### src/hw/rtl/gss_pkg.sv
// shared types, constants and helpers for the gaussian blur and sobel gradient block
`timescale 1ns / 1ps
package gss_pkg;

	// field widths
	localparam int PIX_W        = 8;
	localparam int GRAD_W       = 11;
	localparam int MAG_W        = 15;
	localparam int WIDTH_REG_W  = 12;
	localparam int HEIGHT_REG_W = 13;
	localparam int CFG_DATA_W   = 13;
	localparam int CFG_IDX_W    = 1;

	// frame geometry
	localparam int FH_W         = 13;
	localparam int ROW_W        = 12;
	localparam int HEIGHT_LIMIT = 4096;
	localparam int RAW_ROWS     = 8;
	localparam int RESET_WIDTH  = 640;
	localparam int RESET_HEIGHT = 480;

	// parameter defaults
	localparam int DEF_MAX_WIDTH     = 2048;
	localparam int DEF_MAG_FRAC_BITS = 4;

	// blur arithmetic: divide by 159 as multiply by rounded-up reciprocal
	localparam int ACC_W     = 16;
	localparam int WGT_W     = 4;
	localparam int DIV_SHIFT = 31;
	localparam int DIV_MUL_W = 24;
	localparam logic [DIV_MUL_W-1:0] DIV_MUL = 24'd13506187;
	localparam int PROD_W    = ACC_W + DIV_MUL_W;

	// squared gradient width before fraction bits
	localparam int GRAD_SQ_W = 21;

	// register indexes
	localparam logic [CFG_IDX_W-1:0] CFG_IMAGE_WIDTH  = 1'b0;
	localparam logic [CFG_IDX_W-1:0] CFG_IMAGE_HEIGHT = 1'b1;

	// tap sequence limits
	localparam logic [2:0] TAP_LAST_M  = 3'd4;
	localparam logic [1:0] TAP_LAST_P  = 2'd2;
	localparam logic [3:0] TAP_PIDX_LAST = 4'd8;
	localparam int         BLUR_CNT    = 9;

	// tag carried along with each tap read
	typedef struct packed {
		logic             first;
		logic             last;
		logic [3:0]       pidx;
		logic [WGT_W-1:0] weight;
	} tap_info_t;

	// 5x5 gaussian kernel weight, symmetric in both axes
	function automatic logic [WGT_W-1:0] gauss_weight(input logic [2:0] i, input logic [2:0] j);
		logic [1:0] a;
		logic [1:0] b;
		logic [WGT_W-1:0] w;
		a = (i > 3'd2) ? 2'(3'd4 - i) : 2'(i);
		b = (j > 3'd2) ? 2'(3'd4 - j) : 2'(j);
		case ({a, b})
			4'b0000: w = 4'd2;
			4'b0001: w = 4'd4;
			4'b0010: w = 4'd5;
			4'b0100: w = 4'd4;
			4'b0101: w = 4'd9;
			4'b0110: w = 4'd12;
			4'b1000: w = 4'd5;
			4'b1001: w = 4'd12;
			4'b1010: w = 4'd15;
			default: w = 4'd0;
		endcase
		return w;
	endfunction

endpackage

### src/hw/rtl/gss_tap_gen.sv
// raw pixel tap sequencer: 3x3 blur points times 5x5 kernel taps into ring addresses
`timescale 1ns / 1ps
module gss_tap_gen #(
	parameter int MAX_WIDTH = gss_pkg::DEF_MAX_WIDTH
) (
	input  logic                                  clk,
	input  logic                                  arst_n,
	input  logic                                  start,
	input  logic [gss_pkg::ROW_W-1:0]             out_row,
	input  logic [$clog2(MAX_WIDTH)-1:0]          out_col,
	input  logic [$clog2(MAX_WIDTH+1)-1:0]        fw,
	input  logic [gss_pkg::FH_W-1:0]              fh,
	input  logic [$clog2(gss_pkg::RAW_ROWS*MAX_WIDTH)-1:0] base_addr,
	output logic                                  busy,
	output logic                                  rd_en,
	output logic [$clog2(gss_pkg::RAW_ROWS*MAX_WIDTH)-1:0] rd_addr,
	output gss_pkg::tap_info_t                    rd_info
);
	import gss_pkg::*;

	localparam int FW_W = $clog2(MAX_WIDTH + 1);
	localparam int DEPTH = RAW_ROWS * MAX_WIDTH;
	localparam int AW = $clog2(DEPTH);
	localparam int CW = ((FW_W > FH_W) ? FW_W : FH_W) + 2;
	localparam int DW = FW_W + 4;
	localparam int SW = AW + 2;

	function automatic logic signed [CW-1:0] clampc(input logic signed [CW-1:0] v,
		input logic signed [CW-1:0] hi);
		logic signed [CW-1:0] r;
		if (v < 0) begin
			r = '0;
		end else if (v > hi) begin
			r = hi;
		end else begin
			r = v;
		end
		return r;
	endfunction

	logic       active_q;
	logic [1:0] pr_q, pc_q;
	logic [2:0] mr_q, mc_q;
	logic       vld_s1, vld_s2, rd_en_q;

	logic signed [3:0] dy_s1, dx_s1;
	tap_info_t         info_s1, info_s2, info_s3;
	logic signed [DW-1:0] delta_s2;
	logic [AW-1:0]     rd_addr_q;

	logic signed [CW-1:0] r_s, c_s, hi_y, hi_x, y1, x1, y2, x2;
	logic signed [SW-1:0] sum, adj;
	tap_info_t            info_c;

	// clamped tap coordinates relative to the output pixel
	always_comb begin
		r_s  = $signed(CW'(out_row));
		c_s  = $signed(CW'(out_col));
		hi_y = $signed(CW'(fh)) - CW'(1);
		hi_x = $signed(CW'(fw)) - CW'(1);
		y1   = clampc(r_s + $signed(CW'(pr_q)) - CW'(1), hi_y);
		x1   = clampc(c_s + $signed(CW'(pc_q)) - CW'(1), hi_x);
		y2   = clampc(y1 + $signed(CW'(mr_q)) - CW'(2), hi_y);
		x2   = clampc(x1 + $signed(CW'(mc_q)) - CW'(2), hi_x);
		info_c.first  = (mr_q == 3'd0) && (mc_q == 3'd0);
		info_c.last   = (mr_q == TAP_LAST_M) && (mc_q == TAP_LAST_M);
		info_c.pidx   = 4'(pr_q) * 4'd3 + 4'(pc_q);
		info_c.weight = gauss_weight(mr_q, mc_q);
	end

	// ring address with wrap
	always_comb begin
		sum = $signed(SW'(base_addr)) + SW'(delta_s2);
		if (sum < 0) begin
			adj = sum + SW'(DEPTH);
		end else if (sum >= DEPTH) begin
			adj = sum - SW'(DEPTH);
		end else begin
			adj = sum;
		end
	end

	// tap counters and stage valids
	always_ff @(posedge clk or negedge arst_n) begin
		if (!arst_n) begin
			active_q <= 1'b0;
			pr_q     <= '0;
			pc_q     <= '0;
			mr_q     <= '0;
			mc_q     <= '0;
			vld_s1   <= 1'b0;
			vld_s2   <= 1'b0;
			rd_en_q  <= 1'b0;
		end else begin
			vld_s1  <= active_q;
			vld_s2  <= vld_s1;
			rd_en_q <= vld_s2;
			if (start) begin
				active_q <= 1'b1;
				pr_q     <= '0;
				pc_q     <= '0;
				mr_q     <= '0;
				mc_q     <= '0;
			end else if (active_q) begin
				if (mc_q == TAP_LAST_M) begin
					mc_q <= '0;
					if (mr_q == TAP_LAST_M) begin
						mr_q <= '0;
						if (pc_q == TAP_LAST_P) begin
							pc_q <= '0;
							if (pr_q == TAP_LAST_P) begin
								pr_q     <= '0;
								active_q <= 1'b0;
							end else begin
								pr_q <= pr_q + 2'd1;
							end
						end else begin
							pc_q <= pc_q + 2'd1;
						end
					end else begin
						mr_q <= mr_q + 3'd1;
					end
				end else begin
					mc_q <= mc_q + 3'd1;
				end
			end
		end
	end

	// offset, delta and address stages
	always_ff @(posedge clk) begin
		dy_s1     <= 4'(y2 - r_s);
		dx_s1     <= 4'(x2 - c_s);
		info_s1   <= info_c;
		delta_s2  <= DW'(dy_s1) * $signed(DW'(fw)) + DW'(dx_s1);
		info_s2   <= info_s1;
		rd_addr_q <= AW'(adj);
		info_s3   <= info_s2;
	end

	assign busy    = active_q | vld_s1 | vld_s2 | rd_en_q;
	assign rd_en   = rd_en_q;
	assign rd_addr = rd_addr_q;
	assign rd_info = info_s3;

endmodule

### config.mk
export PLATFORM = sky130hd
export DESIGN_NAME = gss_tap_gen
export DESIGN_NICKNAME = d
export VERILOG_FILES = /design/src/hw/rtl/gss_pkg.sv /design/src/hw/rtl/gss_tap_gen.sv
export SDC_FILE = /design/constraint.sdc
export NUM_CORES = 1
export LEC_CHECK = 0
export BUFFER_PORTS_ARGS = -buffer_cell sky130_fd_sc_hd__buf_2
export CELL_PAD_IN_SITES_DETAIL_PLACEMENT = 1
export CELL_PAD_IN_SITES_GLOBAL_PLACEMENT = 1
export CORE_UTILIZATION = 40
export CTS_CLUSTER_SIZE = 30
export DETAILED_ROUTE_END_ITERATION = 10
export GPL_TIMING_DRIVEN = 0
export PLACE_DENSITY = 0.8
export SLEW_MARGIN = 20
export SYNTH_ARGS = -nofsm -noshare
export SYNTH_HDL_FRONTEND = slang
export SYNTH_SLANG_ARGS = --single-unit
### constraint.sdc
create_clock -name clk -period 9.5 [get_ports clk]
set_input_delay 2.85 -clock clk [delete_from_list [all_inputs] [get_ports clk]]
set_output_delay 2.85 -clock clk [all_outputs]
set_load 0.02 [all_outputs]
* After elaboration in Yosys (flattened, before gate mapping)
Memories as Yosys holds them, arrays and structs flattened. A register that Yosys moved wholly into a read port is not among the register bits.
Cells that the tools add are included.
** Storage, ports and cells
- Word-level logic and storage cells :: 115
- Output and inout port bits :: 26
- Bits in read-only memories :: 64
- Register bits after elaboration :: 78
- Memories kept :: 1
** Cells by class
- Equality and inequality tests :: 4
- $add $sub $neg :: 23
- Mux-type cells :: 36
- $lt $le $gt $ge :: 12
- Bitwise operators :: 3
- Reductions and logical operators :: 11
- Multipliers :: 2
** Memories
- (no name shown) :: words 16, width 4, rd ports 1, clocked after Yosys merged registers in 1, wr ports 0, RTL line gss_pkg.sv:62 : case ({a, b})
** Operator list (number)
- $mux 15 :: 4
- $add 15x4->15 :: 2
- $lt 15x1->1 const B :: 2
- $sub 15x3->15 const B :: 2
- $mux 14 :: 2
- $sub 13x1->14 const B :: 2
- $mux 2 :: 13
- $sub 12x1->13 const B :: 2
- $mux 3 :: 7
- $add 15x16->16 :: 1
- $add 16x4->16 :: 1
- $ge 16x16->1 const B :: 1
- $lt 16x1->1 const B :: 1
- $mul 4x13->16 :: 1
- $mux 4 :: 4
- $gt 15x13->1 :: 1
- $gt 15x14->1 :: 1
- $add 14x1->14 const B :: 1
- $gt 14x14->1 :: 1
- $lt 14x1->1 const B :: 1
- $sub 14x1->14 const B :: 1
- $add 12x2->13 :: 1
- $gt 13x13->1 :: 1
- $lt 13x1->1 const B :: 1
- 18 further kinds :: 37

* Longest topological paths before layout
- Depth in word-level cells :: 11
- Mapped depth :: 47
- Mapped depth without buffers :: 45

* Worst setup path before layout
OpenSTA, ideal clock, no wires.
- Path kind :: input to register
- Start point :: input out_row[1] (netlist name)
- End point :: register dy_s1[3]
- Required time :: 9.377 ns
- Data arrival time :: 10.813 ns
- Setup time :: 0.123 ns
- Slack :: -1.436 ns
- Stages :: 45
- Cells stage by stage :: inv_1 -> ha_1 -> inv_1 -> ha_1 -> inv_1 -> fa_1 -> nor2b_1 -> o31a_1 -> o21ai_1 -> a21oi_1 -> a211oi_1 -> o21ai_1 -> inv_1 -> ha_1 -> inv_1 -> a2111o_1 -> a2111oi_4 -> nor2_2 -> [... 9 more ...] -> a21o_1 -> a21oi_1 -> o211ai_1 -> a31o_2 -> a21oi_1 -> xnor2_1 -> ha_1 -> nand4_1 -> nor3_1 -> o21ai_0 -> a31oi_1 -> nor2_1 -> a211oi_1 -> ha_1 -> a21o_1 -> a21oi_1 -> xnor2_1 -> xnor2_1
** Between the ends
- Cells in the longest elaborated chain, start to end :: 11
- Elaborated cells on any way between the ends :: 13
- Those cells by class :: add/sub: 5; order compare: 4; mux: 4
** Ends and longest elaborated chain
- from (decl) :: RTL line gss_tap_gen.sv:9 : input logic [gss_pkg::ROW_W-1:0] out_row,
- $add 12x2->13 :: RTL line gss_tap_gen.sv:61 : y1 = clampc(r_s + $signed(CW'(pr_q)) - CW'(1), hi_y);
- $sub 13x1->14 :: RTL line gss_tap_gen.sv:61
- $gt 14x14->1 :: RTL line gss_tap_gen.sv:33 : end else if (v > hi) begin
- $mux 15 :: RTL line gss_tap_gen.sv:33
- $mux 15 :: RTL line gss_tap_gen.sv:31 : if (v < 0) begin
- $add 15x4->15 :: RTL line gss_tap_gen.sv:63 : y2 = clampc(y1 + $signed(CW'(mr_q)) - CW'(2), hi_y);
- $sub 15x3->15 :: RTL line gss_tap_gen.sv:63
- $gt 15x14->1 :: RTL line gss_tap_gen.sv:33
- $mux 4 :: RTL line gss_tap_gen.sv:33
- $mux 4 :: RTL line gss_tap_gen.sv:31
- $sub 4x4->4 (*) :: RTL line gss_tap_gen.sv:132 : dy_s1 <= 4'(y2 - r_s);
- to (signal assigned) :: RTL line gss_tap_gen.sv:132
- to (decl) :: RTL line gss_tap_gen.sv:46 : logic signed [3:0] dy_s1, dx_s1;
Every way passes the cells marked *; elsewhere a longest branch is shown, timed or not.
A chain may end at the register's enable or synchronous reset.

* Final worst setup path
- Start point :: input out_row[0] (netlist name)
- End point :: register dy_s1[3]
Same word-level chain as after synthesis.

==> flow_metrics.tcl <==
set metrics [dict create \
    status "complete, but fails checks" \
    violations "setup timing" \
    period_needed_ns 10.61 \
    grt_antenna_before_repair 0 \
    hold_viol 0 \
    core_region_area_um2 22780 \
    cts_tree "yes" \
    cts_max_path_buffers 2 \
    yosysSeqAreaShare 0.1789 \
    diodes 0 \
    ir_worst_vdd_uv 231.2 \
    cts_root_buffer "clkbuf_16" \
    cp_common_cell "a21o_1" \
    yosys-top-cells-area "ha_1 24%, dfxtp_1 14%, fa_1 9.0%, xnor2_1 5.6%, inv_1 5.6%" \
    finalNonFillerCells 1580 \
    vias 8423 \
    drive_above_1_share 0.2218 \
    grt_pass1_vias 8925 \
    numClockSinks 80 \
    synth.distinct_cells 62 \
    ant_nets 0 \
    synth.most_common_cell "ha_1" \
    final_area_um2 11630 \
    ys.flop_type "dfxtp_1" \
    multi_input_area_um2 7615 \
    final_net_count 1546 \
    fmax_mhz 94.26 \
    start_util 0.4103 \
    fin_crit_sh 1.117 \
    async_reset_ff_frac 0.1750 \
    fin_ws_ns -1.109 \
    synth_top_cells_by_count "177 x ha_1, 139 x inv_1, 80 x nand2_1" \
    htreeDepth 3 \
    p_leak_nw 5.515 \
    yosysTopAreaCellShare 0.2370 \
    max_stage_delay_ns 0.49 \
    wl_per_cell_um 16.69 \
    placed_cells 1502 \
    grt_max_degree 17 \
    synth_edf_count 0 \
    reg2reg_slack_ns 0.84 \
    intPower_mw 2.343 \
    ys_seq_elements 80 \
    setup_viol 8 \
    crit_path_start_kind "input pin" \
    critPathMaxFanout 6 \
    seqPwrFrac 0.119 \
    syn_to_final_growth_pct 24.46 \
    first_pass_iters 4 \
    place_area_um2 10370 \
    tightest_slew_ns 0.7319 \
    syn_area_um2 9345 \
    drc 0 \
    slew_headroom 0.5076 \
    sw_frac_of_total 0.4780 \
    post-place-ws_ns -2.314 \
    setup_tns_ns -5.286 \
    ys_warn_count 0 \
    pwr-share-clk 0.086 \
    avgSynthCellArea_um2 8.465 \
    syn_inst 1104 \
    fin_skew_ns 0.009759 \
    clkTransAtPathRegs_ns 0.07 \
    synth_nets 1388 \
    overflow 0 \
    rows 55 \
    die_y_um 154.9 \
    cp-end-kind "flip-flop" \
    viasPerCell 5.331 \
    io_pins 91 \
    required_ns 9.77 \
    io_buffers 85 \
    worstHoldPathType "reg2reg" \
    drv_cap 0 \
    die_area_um2 23980 \
    routabilityCongestion 0.8181 \
    switchingPower_mw 2.146 \
    drt_first_iter_violations 327 \
    crit_type "in2reg" \
    nFillCells 2700 \
    cts_made_buffers 9 \
    regArea_um2 1672 \
    clkLatencyLatePin_ns 0.34 \
    holdBufCountCts 0 \
    routed_wl_um 26370 \
    power.density_nw_per_um2 385.9 \
    grt.total_usage 0.2147 \
    rsz0062_at_grt "true" \
    final-max-slew-violation-count 0 \
    fp.dieW_um 154.9 \
    crit_arrival_ns 10.88 \
    grt_pass1_wl_um 42020 \
    dpl.hpwl_um 19850 \
    synth_top_cell_by_area "ha_1" \
    cp_slowest_cell "a2111o_1" \
    fin_hold_ws_ns 0.3262 \
    comb_power_share 0.794 \
]
## worst max-delay path, delay by kind of cell
kind / cells / cell delay [ns]
AOI/OAI and AO/OA: 19 / 4.02
adders and majority gates: 9 / 2.39
buffers and inverters: 9 / 0.88
xor gates and xnor gates: 3 / 0.41
and+or+nand+nor: 3 / 0.29
## state kept, by name, indices dropped and copies added (netlist names)
| signal | cells |
|---|---|
| delta_s2 | 14 |
| rd_addr | 14 |
| info_s1 | 10 |
| info_s2 | 10 |
| rd_info | 10 |
| dx_s1 | 4 |
| dy_s1 | 4 |
| mc_q | 3 |
| mr_q | 3 |
| pc_q | 2 |
| pr_q | 2 |
| active_q | 1 |
| rd_en | 1 |
| vld_s1 | 1 |
| vld_s2 | 1 |
## cell usage in the layout (no fill, tap or decap), drive strengths merged, types with 4 or more instances in the layout
cell	instances
a21o	29
a211oi	19
xor2	25
dfrtp	14
fa	42
nor2b	14
nand2	80
nand3b	6
mux2	4
nor3	21
nand4	15
a21oi	60
o21ai	55
mux2i	8
ha	177
nor2	67
nand3	25
and2	33
o21a	9
a31oi	7
nand2b	22
o211ai	14
clkbuf	20
dfxtp	66
buf	153
or3	5
o21bai	5
o211a	6
o31ai	8
nor4	11
a2111oi	5
and3	6
xnor2	60
inv	143
or4	4
## repair_timing
action / 4_1_cts / 5_1_grt
setup endpoints to repair: 8 / 8
pin swaps: 68 / 80
resized for setup: 51 / 54
setup buffers: 45 / 18
hold endpoints to repair: 0 / 0
gates cloned: 0 / 0
## logic make-up (layout without fill, tap and decap cells)
family / count (synthesis) / after routing / synth area share
AND/OR/NAND/NOR: 315 / 315 / 0.1680
AO/OA/AOI/OAI: 237 / 237 / 0.1683
adder cells (fa/ha/maj): 219 / 219 / 0.3270
buffers and inverters: 156 / 319 / 0.06480
XOR/XNOR: 85 / 85 / 0.07966
flip-flops: 80 / 80 / 0.1789
multiplexers: 12 / 12 / 0.01339
## worst paths after layout
path	startpoint	to	depth (start not counted)
setup / recovery	out_row[0]	dy_s1[3]$_DFF_P_	43
hold / removal	info_s1[1]$_DFF_P_	info_s2[1]$_DFF_P_	0
setup reg to reg	pr_q[1]$_DFFE_PN0P_	dy_s1[3]$_DFF_P_	42
hold reg to reg	info_s1[1]$_DFF_P_	info_s2[1]$_DFF_P_	0
max in group asynchronous	arst_n	rd_en$_DFF_PN0_	1
min in group asynchronous	arst_n	vld_s1$_DFF_PN0_	1
## through the flow
stage / util / power (mW)
3_3_place_gp: 0.4552 / 3.511
6_report: 0.5106 / 4.489
4_1_cts: 0.4955 / 4.333
3_5_place_dp: 0.4552 / 3.702
2_1_floorplan: - / 2.999
5_1_grt: 0.5106 / 4.937
## metal layers
metal  vias up  track usage  share of wire
li1       4138            -              -
met1      4092       0.2511           0.43
met2       142       0.4122           0.53
met3        51      0.01560          0.017
met4         0      0.06978          0.024
met5         -            0              0
## power by group through the flow
| stage | registers (mW) | clock network (mW) | logic, mW |
|---|---|---|---|
| after detailed placement | 0.545 | 0 | 3.16 |
| after CTS | 0.538 | 0.392 | 3.40 |
| final | 0.536 | 0.387 | 3.57 |
| after global routing | 0.546 | 0.407 | 3.98 |
| after floorplan | 0.574 | 0 | 2.43 |
| after global placement | 0.539 | 0 | 2.97 |
## layout make-up
type	count	area share
tap	313	0.03367
timing repair buffer	147	0.08229
buffer	17	0.008929
clock buffer	9	0.01936
inverter	139	0.04808
clock inverter	7	0.009251
sequential	80	0.1437
multi-input combinational	868	0.6547
Note: power is estimated with default switching activity, not from simulation.
