===== config.mk =====
export PLATFORM = sky130hd
export DESIGN_NAME = gss_sqrt
export DESIGN_NICKNAME = d
export VERILOG_FILES = /design/src/hw/rtl/gss_sqrt.sv
export SDC_FILE = /design/constraint.sdc
export NUM_CORES = 1
export LEC_CHECK = 0
export ABC_CLOCK_PERIOD_IN_PS = 2500
export BUFFER_PORTS_ARGS = -buffer_cell sky130_fd_sc_hd__buf_2
export CAP_MARGIN = 10
export CORE_UTILIZATION = 31
export DETAILED_ROUTE_END_ITERATION = 10
export HOLD_SLACK_MARGIN = 0.12
export PLACE_DENSITY = 0.49
export SYNTH_ARGS = -nofsm -noshare
export SYNTH_HDL_FRONTEND = slang
export SYNTH_SLANG_ARGS = --single-unit

===== constraint.sdc =====
create_clock -name clk -period 2.5 [get_ports clk]
set_input_delay 0.25 -clock clk [delete_from_list [all_inputs] [get_ports clk]]
set_output_delay 0.25 -clock clk [all_outputs]
set_load 0.02 [all_outputs]

===== src/hw/rtl/gss_sqrt.sv =====
// iterative integer square root, one result bit per cycle
`timescale 1ns / 1ps
module gss_sqrt #(
	parameter int IN_W = 29
) (
	input  logic                    clk,
	input  logic                    arst_n,
	input  logic                    start,
	input  logic [IN_W-1:0]         radicand,
	output logic                    done,
	output logic [(IN_W+1)/2-1:0]   root
);

	localparam int OUT_W = (IN_W + 1) / 2;
	localparam int EW = 2 * OUT_W;
	localparam int CNT_W = $clog2(OUT_W + 1);

	logic             busy_q, done_q;
	logic [CNT_W-1:0] cnt_q;
	logic [EW-1:0]    x_q;
	logic [OUT_W:0]   rem_q;
	logic [OUT_W-1:0] root_q;

	logic [OUT_W+2:0] rem_sh, trial;
	logic             ge;

	// one restoring step
	always_comb begin
		rem_sh = {rem_q, x_q[EW-1:EW-2]};
		trial  = (OUT_W+3)'({root_q, 2'b01});
		ge     = rem_sh >= trial;
	end

	always_ff @(posedge clk or negedge arst_n) begin
		if (!arst_n) begin
			busy_q <= 1'b0;
			done_q <= 1'b0;
			cnt_q  <= '0;
			x_q    <= '0;
			rem_q  <= '0;
			root_q <= '0;
		end else begin
			done_q <= 1'b0;
			if (start) begin
				busy_q <= 1'b1;
				cnt_q  <= CNT_W'(OUT_W);
				x_q    <= EW'(radicand);
				rem_q  <= '0;
				root_q <= '0;
			end else if (busy_q) begin
				x_q <= {x_q[EW-3:0], 2'b00};
				if (ge) begin
					rem_q  <= (OUT_W+1)'(rem_sh - trial);
					root_q <= {root_q[OUT_W-2:0], 1'b1};
				end else begin
					rem_q  <= (OUT_W+1)'(rem_sh);
					root_q <= {root_q[OUT_W-2:0], 1'b0};
				end
				cnt_q <= cnt_q - 1'b1;
				if (cnt_q == CNT_W'(1)) begin
					busy_q <= 1'b0;
					done_q <= 1'b1;
				end
			end
		end
	end

	assign done = done_q;
	assign root = root_q;

endmodule


# Yosys cells after proc, flatten, opt, wreduce, memory -nomap -nowiden
# Index checks and enable logic that the tools add are counted.
word_totals:
  ff_bits: 67
  input_bits: 32
  out_inout_bits: 16
  elab_cells: 27
op_classes:
  n_addsub: 2
  magnitude_cmp: 1
  eq_ne: 1
  n_mux: 16
  n_reduce_logical: 1
op_table:
  columns: ["op", "count"]
  rows:
  - ["30-bit 2-to-1 mux", 2]
  - ["16-bit 2-to-1 mux", 3]
  - ["15-bit 2-to-1 mux", 2]
  - ["18-bit by 17-bit greater-or-equal comparator with 1-bit output", 1]
  - ["16-bit subtractor", 1]
  - ["4-bit 2-to-1 mux", 2]
  - ["1-bit 2-to-1 mux", 7]
  - ["4-bit by 1-bit == test with 1-bit output, second input constant", 1]
  - ["4-bit by 1-bit subtractor with 4-bit output, second input constant", 1]
  - ["2-bit nonzero test", 1]

# Longest topological paths before layout
# Gate-level depths: netlist of the first run.
logic_depth:
  ltp_word: 4
  ltp_mapped: 11
  depth_no_buf: 9

# Least setup slack after synthesis of the first run
# OpenSTA, ideal clock, no wires.
synth_path:
  kind: "register to register"
  startpoint: "register root_q[13] (netlist: root[13])"
  endpoint: "register rem_q[0]"
  setup_time_ns: 0.088
  arrival_time_ns: 2.264
  required_ns: 2.412
  slack_ns: 0.148
  stages_incl_launch_ff: 11
  n_path_buf: 2
  period_less_slack_ns: 2.352
  cell_sequence: "dfrtp_1 inv_1 ha_1 buf_6 a21o_1 a211o_1 a31oi_1 a31oi_4 buf_6 xnor2_1 a211oi_2"
synth_between:
  elab_chain_len: 4
synth_lines:
  columns: ["item", "line_no", "source"]
  rows:
  - ["from (decl)", "22", "logic [OUT_W-1:0] root_q;"]
  - ["from (signal assigned)", "54", "root_q <= {root_q[OUT_W-2:0], 1'b1};"]
  - ["from (signal assigned)", "57", "root_q <= {root_q[OUT_W-2:0], 1'b0};"]
  - ["18-bit by 17-bit greater-or-equal comparator with 1-bit output", "31", "ge = rem_sh >= trial;"]
  - ["16-bit 2-to-1 mux", "52", "if (ge) begin"]
  - ["16-bit 2-to-1 mux", "50", "end else if (busy_q) begin"]
  - ["16-bit 2-to-1 mux", "44", "if (start) begin"]
  - ["to (signal assigned)", "53", "rem_q <= (OUT_W+1)'(rem_sh - trial);"]
  - ["to (signal assigned)", "56", "rem_q <= (OUT_W+1)'(rem_sh);"]
  - ["to (decl)", "21", "logic [OUT_W:0] rem_q;"]
# Every way passes these cells. The select of a mux whose other input is x is not followed.
# A chain may end at the register's enable or synchronous reset.

# Final worst setup path of the first run
layout_path:
  startpoint: "register root_q[7] (netlist: root[7])"
  endpoint: "register rem_q[14]"
layout_between:
  elab_chain_len: 4
  elab_cells_between_ends: 5
  classes_between: "1 x add/sub; 1 x order compare; 3 x mux"
layout_lines:
  columns: ["item", "line_no"]
  rows:
  - ["16-bit subtractor / 18-bit by 17-bit greater-or-equal comparator with 1-bit output (equally long branches)", "53, 31"]
  - ["16-bit 2-to-1 mux *", "52"]
  - ["16-bit 2-to-1 mux *", "50"]
  - ["16-bit 2-to-1 mux *", "44"]
# Mark *: on every way between the ends. The rest lies on a longest branch, timed or not. The select of a mux whose other input is x is not followed.

==> results of run 1 <==
[where the power goes]
part | internal (mW) | switching (mW) | leakage (nW) | total (mW)
clock network | 0.677 | 0.506 | 0.136 | 1.18
registers | 1.25 | 0.119 | 0.845 | 1.37
logic | 1.08 | 1.24 | 1.50 | 2.32
[path summary, 6_finish.rpt]
check	start	endpoint	cells past startpoint
worst max-delay path	root[7]$_DFFE_PN0P_	rem_q[14]$_DFFE_PN0P_	9
worst min-delay path	radicand[23]	x_q[23]$_DFFE_PN0P_	3
worst max register to register	root[7]$_DFFE_PN0P_	rem_q[14]$_DFFE_PN0P_	9
worst min register to register	x_q[27]$_DFFE_PN0P_	x_q[29]$_DFFE_PN0P_	2
max in group asynchronous	arst_n	x_q[24]$_DFFE_PN0P_	3
min in group asynchronous	arst_n	x_q[23]$_DFFE_PN0P_	2
[critical path: stages (launching register included)]
cell and delay (ns):
dfrtp_1 0.39, inv_1 0.06, ha_1 0.40, nand4_2 0.20, nor3_2 0.22, a21oi_2 0.12, a31oi_4 0.20, buf_4 0.22
mux2i_2 0.27, a211oi_2 0.09
[cell usage in the layout (no fill, tap or decap), types with 2 or more instances in the layout]
cell type	n
clkbuf_16	9
inv_1	19
nor2_1	42
nand2b_1	11
nand2_1	46
buf_2	47
clkinv_4	2
nand3_1	2
o211ai_1	3
o21ai_1	11
ha_1	19
and3_1	3
a211oi_2	9
xnor2_1	8
a31oi_1	3
o21bai_1	2
dfrtp_1	66
mux2i_1	47
dlygate4sd3_1	16
inv_6	2
o21ai_0	34
nor3_1	5
a21o_1	4
a21oi_1	11
a311oi_1	4
buf_4	19
clkinv_2	2
xor2_1	6
a211oi_1	5
o21a_1	4
[per-stage QoR]
stage / instances / instance area, um2 / power [mW]
after floorplan: 404 / 3880 / 3.21
after global placement: 616 / 4370 / 3.65
after detailed placement: 616 / 4370 / 3.66
after CTS: 648 / 4810 / 4.91
after global routing: 648 / 4810 / 5.27
final: 648 / 4810 / 4.87
[cells by family after synthesis]
family	after synthesis	share of synthesized area, %
adders and majority gates	19	6.12
muxes	48	12.4
AOI/OAI and AO/OA	98	17.3
xor gates and xnor gates	14	3.16
and+or+nand+nor	117	13.3
DFF	67	43.2
buffers and inverters	41	4.54
[what timing repair did]
item	4_1_cts	5_1_grt
hold buffers	16	0
setup endpoints to repair	0	1
buffers inserted	0	0
endpoints found under the hold margin	37	0
resized for setup	0	1
[cell usage after synthesis]
| cell | instances | area [um2] |
|---|---|---|
| nand3b_1 | 1 | 7.51 |
| nor2_1 | 42 | 158 |
| and3_1 | 3 | 18.8 |
| nor2_2 | 1 | 6.26 |
| nor3_1 | 5 | 25.0 |
| a31oi_1 | 3 | 18.8 |
| and2_1 | 1 | 6.26 |
| o21ai_1 | 11 | 55.1 |
| o2111ai_2 | 1 | 15.0 |
| ha_1 | 19 | 238 |
| o211ai_1 | 3 | 22.5 |
| xnor2_1 | 8 | 70.1 |
| nor3b_1 | 1 | 7.51 |
| nand2_1 | 46 | 173 |
| o21a_1 | 4 | 30.0 |
| mux2i_1 | 48 | 480 |
| dfrtp_1 | 67 | 1680 |
| inv_1 | 19 | 71.3 |
| a211oi_2 | 9 | 113 |
| nand4_2 | 1 | 12.5 |
| buf_1 | 5 | 18.8 |
| o211a_1 | 1 | 10.0 |
| a31oi_4 | 1 | 21.3 |
| a211oi_1 | 5 | 37.5 |
| a21oi_2 | 1 | 8.76 |
| nor3_2 | 1 | 10.0 |
| xor2_1 | 6 | 52.6 |
| a211o_1 | 1 | 8.76 |
| a21o_1 | 4 | 30.0 |
| o31ai_1 | 1 | 7.51 |
| o21bai_1 | 2 | 15.0 |
| nor4b_1 | 1 | 8.76 |
| clkbuf_1 | 14 | 52.6 |
| nand2b_1 | 11 | 68.8 |
| a31o_1 | 1 | 8.76 |
| nor2b_1 | 1 | 6.26 |
| nand3_1 | 2 | 10.0 |
| a21oi_1 | 11 | 55.1 |
| o21ai_0 | 34 | 170 |
| buf_6 | 3 | 33.8 |
| o2111ai_1 | 1 | 8.76 |
| a311oi_1 | 4 | 35.0 |
[routing by layer]
metal / vias up / global-route usage [%] / routed length (um)
met1: 1444 / 18.1 / 4040
met3: 8 / 3.19 / 251
met2: 56 / 24.2 / 4120
met5: - / 0 / 0
li1: 1553 / - / -
met4: 0 / 5.45 / 115
[state kept, by name, indices dropped and copies added, names as in the netlist]
signal and cells:
done 1, cnt_q 4, busy_q 1, root 15
rem_q 16, x_q 30
[cell type report]
cell class,instances,area (um2)
Clock inverter,7,52.6
Sequential cell,67,1680
Clock buffer,9,225
Fill cell,1276,7300
Multi-Input combinational cell,296,2030
Timing Repair Buffer,82,538
Inverter,19,71.3
Tap cell,168,210
==> flow_metrics.env, run 1 <==
export IMPL_vdd_drop_max_v=0.000340
export IMPL_drv_slew=0
export IMPL_routed_via_count=3061
export IMPL_dp_hpwl_mm=6.00
export IMPL_syn_num_nets=455
export IMPL_crit_required_ns=2.70
export IMPL_min_period_over_period_pct=92.2
export IMPL_num_rows=40
export IMPL_min_period_ns=2.31
export IMPL_critPathLaunchType="register"
export IMPL_worst_slew_pin_slew_ns=0.622
export IMPL_cp_end_kind="register"
export IMPL_fmax_mhz=434
export IMPL_drt_wirelength_per_cell_um=13.2
export IMPL_synthCells=404
export IMPL_cts_made_buffers=9
export IMPL_dpl_worst_slack_ns=0.176
export IMPL_layout_drive_gt1_share_pct=20.6
export IMPL_cts_buffer_depth=2
export IMPL_timing_slew_headroom_pct=58.6
export IMPL_status="complete, no violations"
export IMPL_ys_ff_latch=67
export IMPL_fp_dieH_um=114
export IMPL_max_cap_viol_count=0
export IMPL_fin_util_pct=39.7
export IMPL_hp_class="in -> reg"
export IMPL_ant_nets=0
export IMPL_finalWirelength_mm=8.53
export IMPL_drc_errors=0
export IMPL_timing_hold_violations_final=0
export IMPL_ys_types=42
export IMPL_grt_antenna_before_repair=0
export IMPL_core_um2=12100
export IMPL_ff2ff_setup_slack_ns=0.19
export IMPL_viasPerCell=4.72
export IMPL_final_nets=526
export IMPL_n_antenna_cell=0
export IMPL_io_pins=48
export IMPL_first_iter_violations=194
export IMPL_root_buffer="clkbuf_16"
export IMPL_grt_usage_pct=14.4
export IMPL_seq_area_frac_synth_pct=43.2
export IMPL_grt_overflow_total=0
export IMPL_setup_violations_final=0
export IMPL_netlist_area_um2=3880
export IMPL_area_growth_pct=23.9
export IMPL_setup_slack_ns=0.195
export IMPL_whs_ns=0.125
export IMPL_cp_arrival_ns=2.50
export IMPL_cts_sinks=67
export IMPL_drt_pass1_iterations=4
export IMPL_yosysWarnings=0
export IMPL_worstSkewPairLatency_ns=0.33
export IMPL_fin_skew_ns=0.00390
export IMPL_critPathKind="reg -> reg"
export IMPL_power_leakage_nw=2.48
export IMPL_rsz0062_at_grt="false"
export IMPL_grt_pass1_wl_mm=14.6
export IMPL_path_max_fanout=10
export IMPL_cts_htree_levels=3
export IMPL_cts_tree="yes"
export IMPL_dieArea_um2=13000
export IMPL_gp_congestion=0.804
export IMPL_start_util_pct=32.1
export IMPL_die_width_um=114
export IMPL_io_buffers=47
export IMPL_clk_pin_slew_ns=0.06
export IMPL_power_density_nw_per_um2=1010
export IMPL_finalSetupTns_ns=0
export IMPL_synth_area_per_cell_um2=9.61
export IMPL_grt_pass1_vias=3037
export IMPL_grt_max_degree=42
Note: power is estimated with default switching activity, not from simulation.
==> inputs of run 2 (changes only) <==
CELL_PAD_IN_SITES_DETAIL_PLACEMENT = 0   (was not set)
CELL_PAD_IN_SITES_GLOBAL_PLACEMENT = 2   (was not set)
GPL_TIMING_DRIVEN = 0   (was not set)
PLACE_DENSITY = 0.7   (was 0.49)
==> run 2 against run 1 <==
Non-clock buffer count rose by 14. Sequential cell count did not move. Die area did not move. Register-to-register slack got worse by 0.08 ns. Combinational power rose by 18%. Setup slack got worse by 0.081 ns. Routed wire length rose by 15%. Power rose by 14%. Critical path depth rose by 3. Cell area rose by 3.8%. Critical path type unchanged.
==> flow_metrics.env, run 2 (synthesis results as in run 1) <==
export IMPL_start_util_pct=32.1
export IMPL_fin_util_pct=41.3
export IMPL_area_growth_pct=28.7
export IMPL_crit_required_ns=2.71
export IMPL_multi_input_area_um2=2120
export IMPL_seqCellArea_um2=1680
export IMPL_die_width_um=114
export IMPL_layoutNonFillerInstCount=662
export IMPL_final_common_cell="dfrtp_1"
export IMPL_whs_ns=0.123
export IMPL_gp_congestion=0.756
export IMPL_max_stage_delay_ns=0.41
export IMPL_finalWirelength_mm=9.83
export IMPL_core_um2=12100
export IMPL_largest_register_ffs=30
export IMPL_dp_hpwl_mm=6.84
export IMPL_cts_made_buffers=9
export IMPL_final_nets=540
export IMPL_viasPerCell=4.76
export IMPL_setup_violations_final=0
export IMPL_vdd_drop_max_v=0.000367
export IMPL_critPathKind="reg -> reg"
export IMPL_timing_hold_violations_final=0
export IMPL_path_max_fanout=8
export IMPL_fp_dieH_um=114
export IMPL_min_period_over_period_pct=95.5
export IMPL_grt_max_degree=68
export IMPL_dieArea_um2=13000
export IMPL_cp_arrival_ns=2.59
export IMPL_crit_slowest_cell="dfrtp_1"
export IMPL_num_rows=40
export IMPL_root_buffer="clkbuf_16"
export IMPL_critPathLaunchType="register"
export IMPL_grt_overflow_total=0
export IMPL_grt_antenna_before_repair=0
export IMPL_drt_wirelength_per_cell_um=14.9
export IMPL_dp_cells=619
export IMPL_cp_end_kind="register"
export IMPL_io_buffers=47
export IMPL_fin_skew_ns=0.00523
export IMPL_drt_pass1_iterations=4
export IMPL_fillCellCount=1256
export IMPL_max_cap_viol_count=0
export IMPL_routed_via_count=3149
export IMPL_drv_slew=0
export IMPL_status="complete, no violations"
export IMPL_layout_drive_gt1_share_pct=20.9
export IMPL_drc_errors=0
export IMPL_timing_slew_headroom_pct=39.7
export IMPL_power_total_mw=5.53
export IMPL_fmax_mhz=419
export IMPL_first_iter_violations=134
export IMPL_power_density_nw_per_um2=1110
export IMPL_largest_register="x_q"
export IMPL_min_period_ns=2.39
export IMPL_io_pins=48
export IMPL_n_antenna_cell=0
export IMPL_ant_nets=0
export IMPL_crit_path_cell_trace="inv_1 -> ha_4 -> buf_6 -> a21o_1 -> a211o_1 -> a21oi_2 -> a31oi_4 -> buf_6 -> buf_4 -> buf_4 -> mux2i_1 -> nor2_1"
export IMPL_grt_pass1_wl_mm=16.3
export IMPL_power_leakage_nw=2.51
export IMPL_worstSkewPairLatency_ns=0.34
export IMPL_cts_tree="yes"
export IMPL_cts_htree_levels=3
export IMPL_hp_class="in -> reg"
export IMPL_cts_buffer_depth=2
export IMPL_grt_usage_pct=16.5
export IMPL_final_cell_mix="dfrtp_1 (65), mux2i_1 (47), nand2_1 (46), buf_2 (46), nor2_1 (42)"
export IMPL_cts_sinks=67
export IMPL_worst_slew_pin_slew_ns=0.904
export IMPL_clk_pin_slew_ns=0.06
export IMPL_grt_pass1_vias=3259
==> run 2: report_power, final <==
part           switching (mW)  internal [mW]
registers               0.141           1.25
clock network           0.500          0.906
logic                    1.41           1.32
==> run 2: critical path: cells and delay by family, from the launching register on <==
| kind | cells | cell delay [ns] |
|---|---|---|
| adders and majority gates | 1 | 0.20 |
| buffers and inverters | 5 | 0.67 |
| DFF | 1 | 0.41 |
| AOI/OAI and AO/OA | 4 | 0.80 |
| and+or+nand+nor | 1 | 0.05 |
| muxes | 1 | 0.12 |
==> run 2: layer usage <==
layer / GRT usage (%) / vias to the layer above / routed length, um
li1: - / 1582 / -
met1: 20.4 / 1505 / 4700
met2: 27.6 / 45 / 4610
met3: 3.19 / 17 / 230
met4: 8.57 / 0 / 293
met5: 0 / - / 0
==> run 2: final cells by class <==
class,count,share of cell area (%)
Multi-Input combinational cell,296,42.4
Sequential cell,67,33.6
Tap cell,168,4.21
Clock inverter,5,1.70
Buffer,22,2.10
Timing Repair Buffer,74,9.72
Inverter,19,1.43
Clock buffer,11,4.86
==> run 2: repair_timing <==
item                                    in CTS  in global routing
cloned                                       0                  0
setup buffers                                1                  8
hold buffers                                18                  0
gates resized for setup                      2                 16
pin swaps                                    1                  5
endpoints found under the hold margin       84                  0
endpoints found under the setup margin       9                 16
==> run 2: final timing paths <==
path / from / end / slack [ns] / cells past startpoint
min in group asynchronous: arst_n / root[3]$_DFFE_PN0P_ / 0.59 / 2
worst min-delay path: radicand[25] / x_q[25]$_DFFE_PN0P_ / 0.12 / 3
max in group asynchronous: arst_n / x_q[28]$_DFFE_PN0P_ / 1.29 / 2
worst max-delay path: root[13]$_DFFE_PN0P_ / root[0]$_DFFE_PN0P_ / 0.11 / 12
worst min register to register: x_q[27]$_DFFE_PN0P_ / x_q[29]$_DFFE_PN0P_ / 0.54 / 2
worst max register to register: root[13]$_DFFE_PN0P_ / root[0]$_DFFE_PN0P_ / 0.11 / 12
==> run 2: through the flow <==
stage | setup slack (ns) | setup TNS (ns) | cell area [um2]
floorplan | 0.148 | 0 | 3880
global placement | -0.0597 | -0.139 | 4330
detailed placement | -0.0588 | -0.149 | 4330
CTS | 0.00822 | 0 | 4850
global route | -0.0119 | -0.0226 | 5000
finish | 0.113 | 0 | 5000
==> inputs of run 3 (changes only) <==
CORE_UTILIZATION = 37   (was 31)
PLACE_DENSITY = 0.81   (was 0.7)
==> run 3 against run 2 <==
Non-clock buffer count increased by 19. First-iteration DRC count down 30%. Critical endpoint unchanged. Sequential share of layout area about the same. Highest routed layer unchanged. Largest cell class unchanged. Die area is 16% lower. Hold slack gained 0.014 ns. Utilization rose by 7.6 points. Power shrank 5.6%. Critical path depth fell by 1. Critical path type unchanged. Final cell count fell by 2.0%. Register-to-register slack worse by 0.06 ns.
==> flow_metrics.env, run 3 (synthesis results as in run 1) <==
export IMPL_switchingPower_mw=2.01
export IMPL_power_leakage_nw=2.55
export IMPL_critPathLaunchType="register"
export IMPL_cts_made_buffers=9
export IMPL_power_density_nw_per_um2=1040
export IMPL_vdd_drop_max_v=0.000470
export IMPL_io_pins=48
export IMPL_cp_end_kind="register"
export IMPL_setup_slack_ns=0.0574
export IMPL_gp_congestion=0.773
export IMPL_finalWirelength_mm=9.68
export IMPL_min_period_over_period_pct=97.7
export IMPL_start_util_pct=37.9
export IMPL_setup_violations_final=0
export IMPL_cts_tree="yes"
export IMPL_rsz0062_at_grt="true"
export IMPL_final_nets=559
export IMPL_whs_ns=0.136
export IMPL_grt_antenna_before_repair=0
export IMPL_dp_hpwl_mm=6.39
export IMPL_pwr_share_seq_pct=26.6
export IMPL_path_max_fanout=7
export IMPL_p_comb_share_pct=53.5
export IMPL_io_buffers=47
export IMPL_power_total_mw=5.21
export IMPL_min_period_ns=2.44
export IMPL_final_common_cell="dfrtp_1"
export IMPL_die_width_um=104
export IMPL_drt_pass1_iterations=4
export IMPL_fin_util_pct=48.9
export IMPL_timing_hold_violations_final=0
export IMPL_root_buffer="clkbuf_8"
export IMPL_grt_pass1_vias=3237
export IMPL_final_cell_area_um2=5000
export IMPL_grt_pass1_wl_mm=15.9
export IMPL_cp_arrival_ns=2.66
export IMPL_grt_usage_pct=18.4
export IMPL_layoutNonFillerInstCount=649
export IMPL_layout_drive_gt1_share_pct=21.4
export IMPL_p_int_mw=3.20
export IMPL_drc_errors=0
export IMPL_netSwitchingFraction_pct=38.6
export IMPL_drt_wirelength_per_cell_um=14.9
export IMPL_fmax_mhz=409
export IMPL_largest_register_ffs=30
export IMPL_area_growth_pct=28.7
export IMPL_ant_nets=0
export IMPL_clk_pin_slew_ns=0.08
export IMPL_hp_class="in -> reg"
export IMPL_cts_sinks=67
export IMPL_cts_buffer_depth=2
export IMPL_finalSetupTns_ns=0
export IMPL_timing_slew_headroom_pct=41.0
export IMPL_max_cap_viol_count=0
export IMPL_crit_required_ns=2.72
export IMPL_placed_cell_area_um2=4290
export IMPL_ff2ff_setup_slack_ns=0.06
export IMPL_grt_max_degree=68
export IMPL_cts_htree_levels=3
export IMPL_core_um2=10200
export IMPL_ff2ff_path_depth=11
export IMPL_hold_depth=3
export IMPL_dieArea_um2=10900
export IMPL_worst_slew_pin_slew_ns=0.884
export IMPL_pwr_share_clk_pct=20.0
export IMPL_largest_register="x_q"
export IMPL_grt_overflow_total=0
export IMPL_fp_dieH_um=104
export IMPL_critPathKind="reg -> reg"
export IMPL_dpl_worst_slack_ns=-0.00175
export IMPL_drv_slew=0
export IMPL_final_cell_mix="dfrtp_1 (65), mux2i_1 (48), nand2_1 (46), buf_2 (46), nor2_1 (42)"
export IMPL_first_iter_violations=94
export IMPL_dp_cells=587
export IMPL_routed_via_count=3247
export IMPL_num_rows=37
export IMPL_viasPerCell=5.00
export IMPL_n_antenna_cell=0
export IMPL_status="complete, no violations"
export IMPL_fin_skew_ns=0.00891
export IMPL_worstSkewPairLatency_ns=0.35
-- run 3: cell count changes in the layout (fill, tap and decap cells not counted), sizes merged --
cell,delta
dlygate4sd3,+10
buf,+9
inv,+2
clkbuf,-1
clkinvlp,-1
-- run 3: power groups by stage --
stage	combinational (mW)	clock, mW	sequential, mW
2_1_floorplan	1.84	0	1.37
3_3_place_gp	2.30	0	1.39
3_5_place_dp	2.31	0	1.39
4_1_cts	2.42	1.07	1.37
5_1_grt	3.09	1.12	1.40
6_report	2.79	1.04	1.38
-- run 3: worst paths after layout --
| path | start | to |
|---|---|---|
| hold / removal | radicand[1] | x_q[1]$_DFFE_PN0P_ |
| max in group asynchronous | arst_n | root[4]$_DFFE_PN0P_ |
| setup / recovery | rem_q[13]$_DFFE_PN0P_ | root[0]$_DFFE_PN0P_ |
| min in group asynchronous | arst_n | root[3]$_DFFE_PN0P_ |
| setup reg to reg | rem_q[13]$_DFFE_PN0P_ | root[0]$_DFFE_PN0P_ |
| hold reg to reg | cnt_q[3]$_DFFE_PN0P_ | cnt_q[3]$_DFFE_PN0P_ |
-- run 3: repair_timing --
item / CTS / global route
setup endpoints to repair: 5 / 14
hold buffers: 28 / 0
resized for setup: 1 / 14
endpoints found under the hold margin: 94 / 0
pin swaps: 1 / 5
setup buffers: 2 / 16
-- run 3: layer usage --
metal / global-route usage (%) / vias to the layer above / part of all wire [%]
met3: 3.57 / 19 / 2.6
met5: 0 / - / 0
li1: - / 1616 / -
met1: 23.4 / 1558 / 47
met2: 30.6 / 54 / 48
met4: 7.45 / 0 / 2.2
-- run 3: final cells by class --
class                           instances  area (um2)
Fill cell                            1006        5230
Multi-Input combinational cell        296        2090
Sequential cell                        67        1680
Timing Repair Buffer                   93         657
Tap cell                              136         170
Clock buffer                           10         128
Buffer                                 22         105
Clock inverter                          6        95.1
Inverter                               19        71.3
-- run 3: worst max-delay path: stages (launching register included) --
cell     delay [ns]
dfrtp_1        0.43
ha_1           0.32
buf_6          0.12
a21o_1         0.15
a211o_1        0.32
a21oi_2        0.20
a31oi_4        0.16
buf_6          0.17
buf_6          0.12
buf_4          0.13
mux2i_1        0.12
nor2_1         0.06
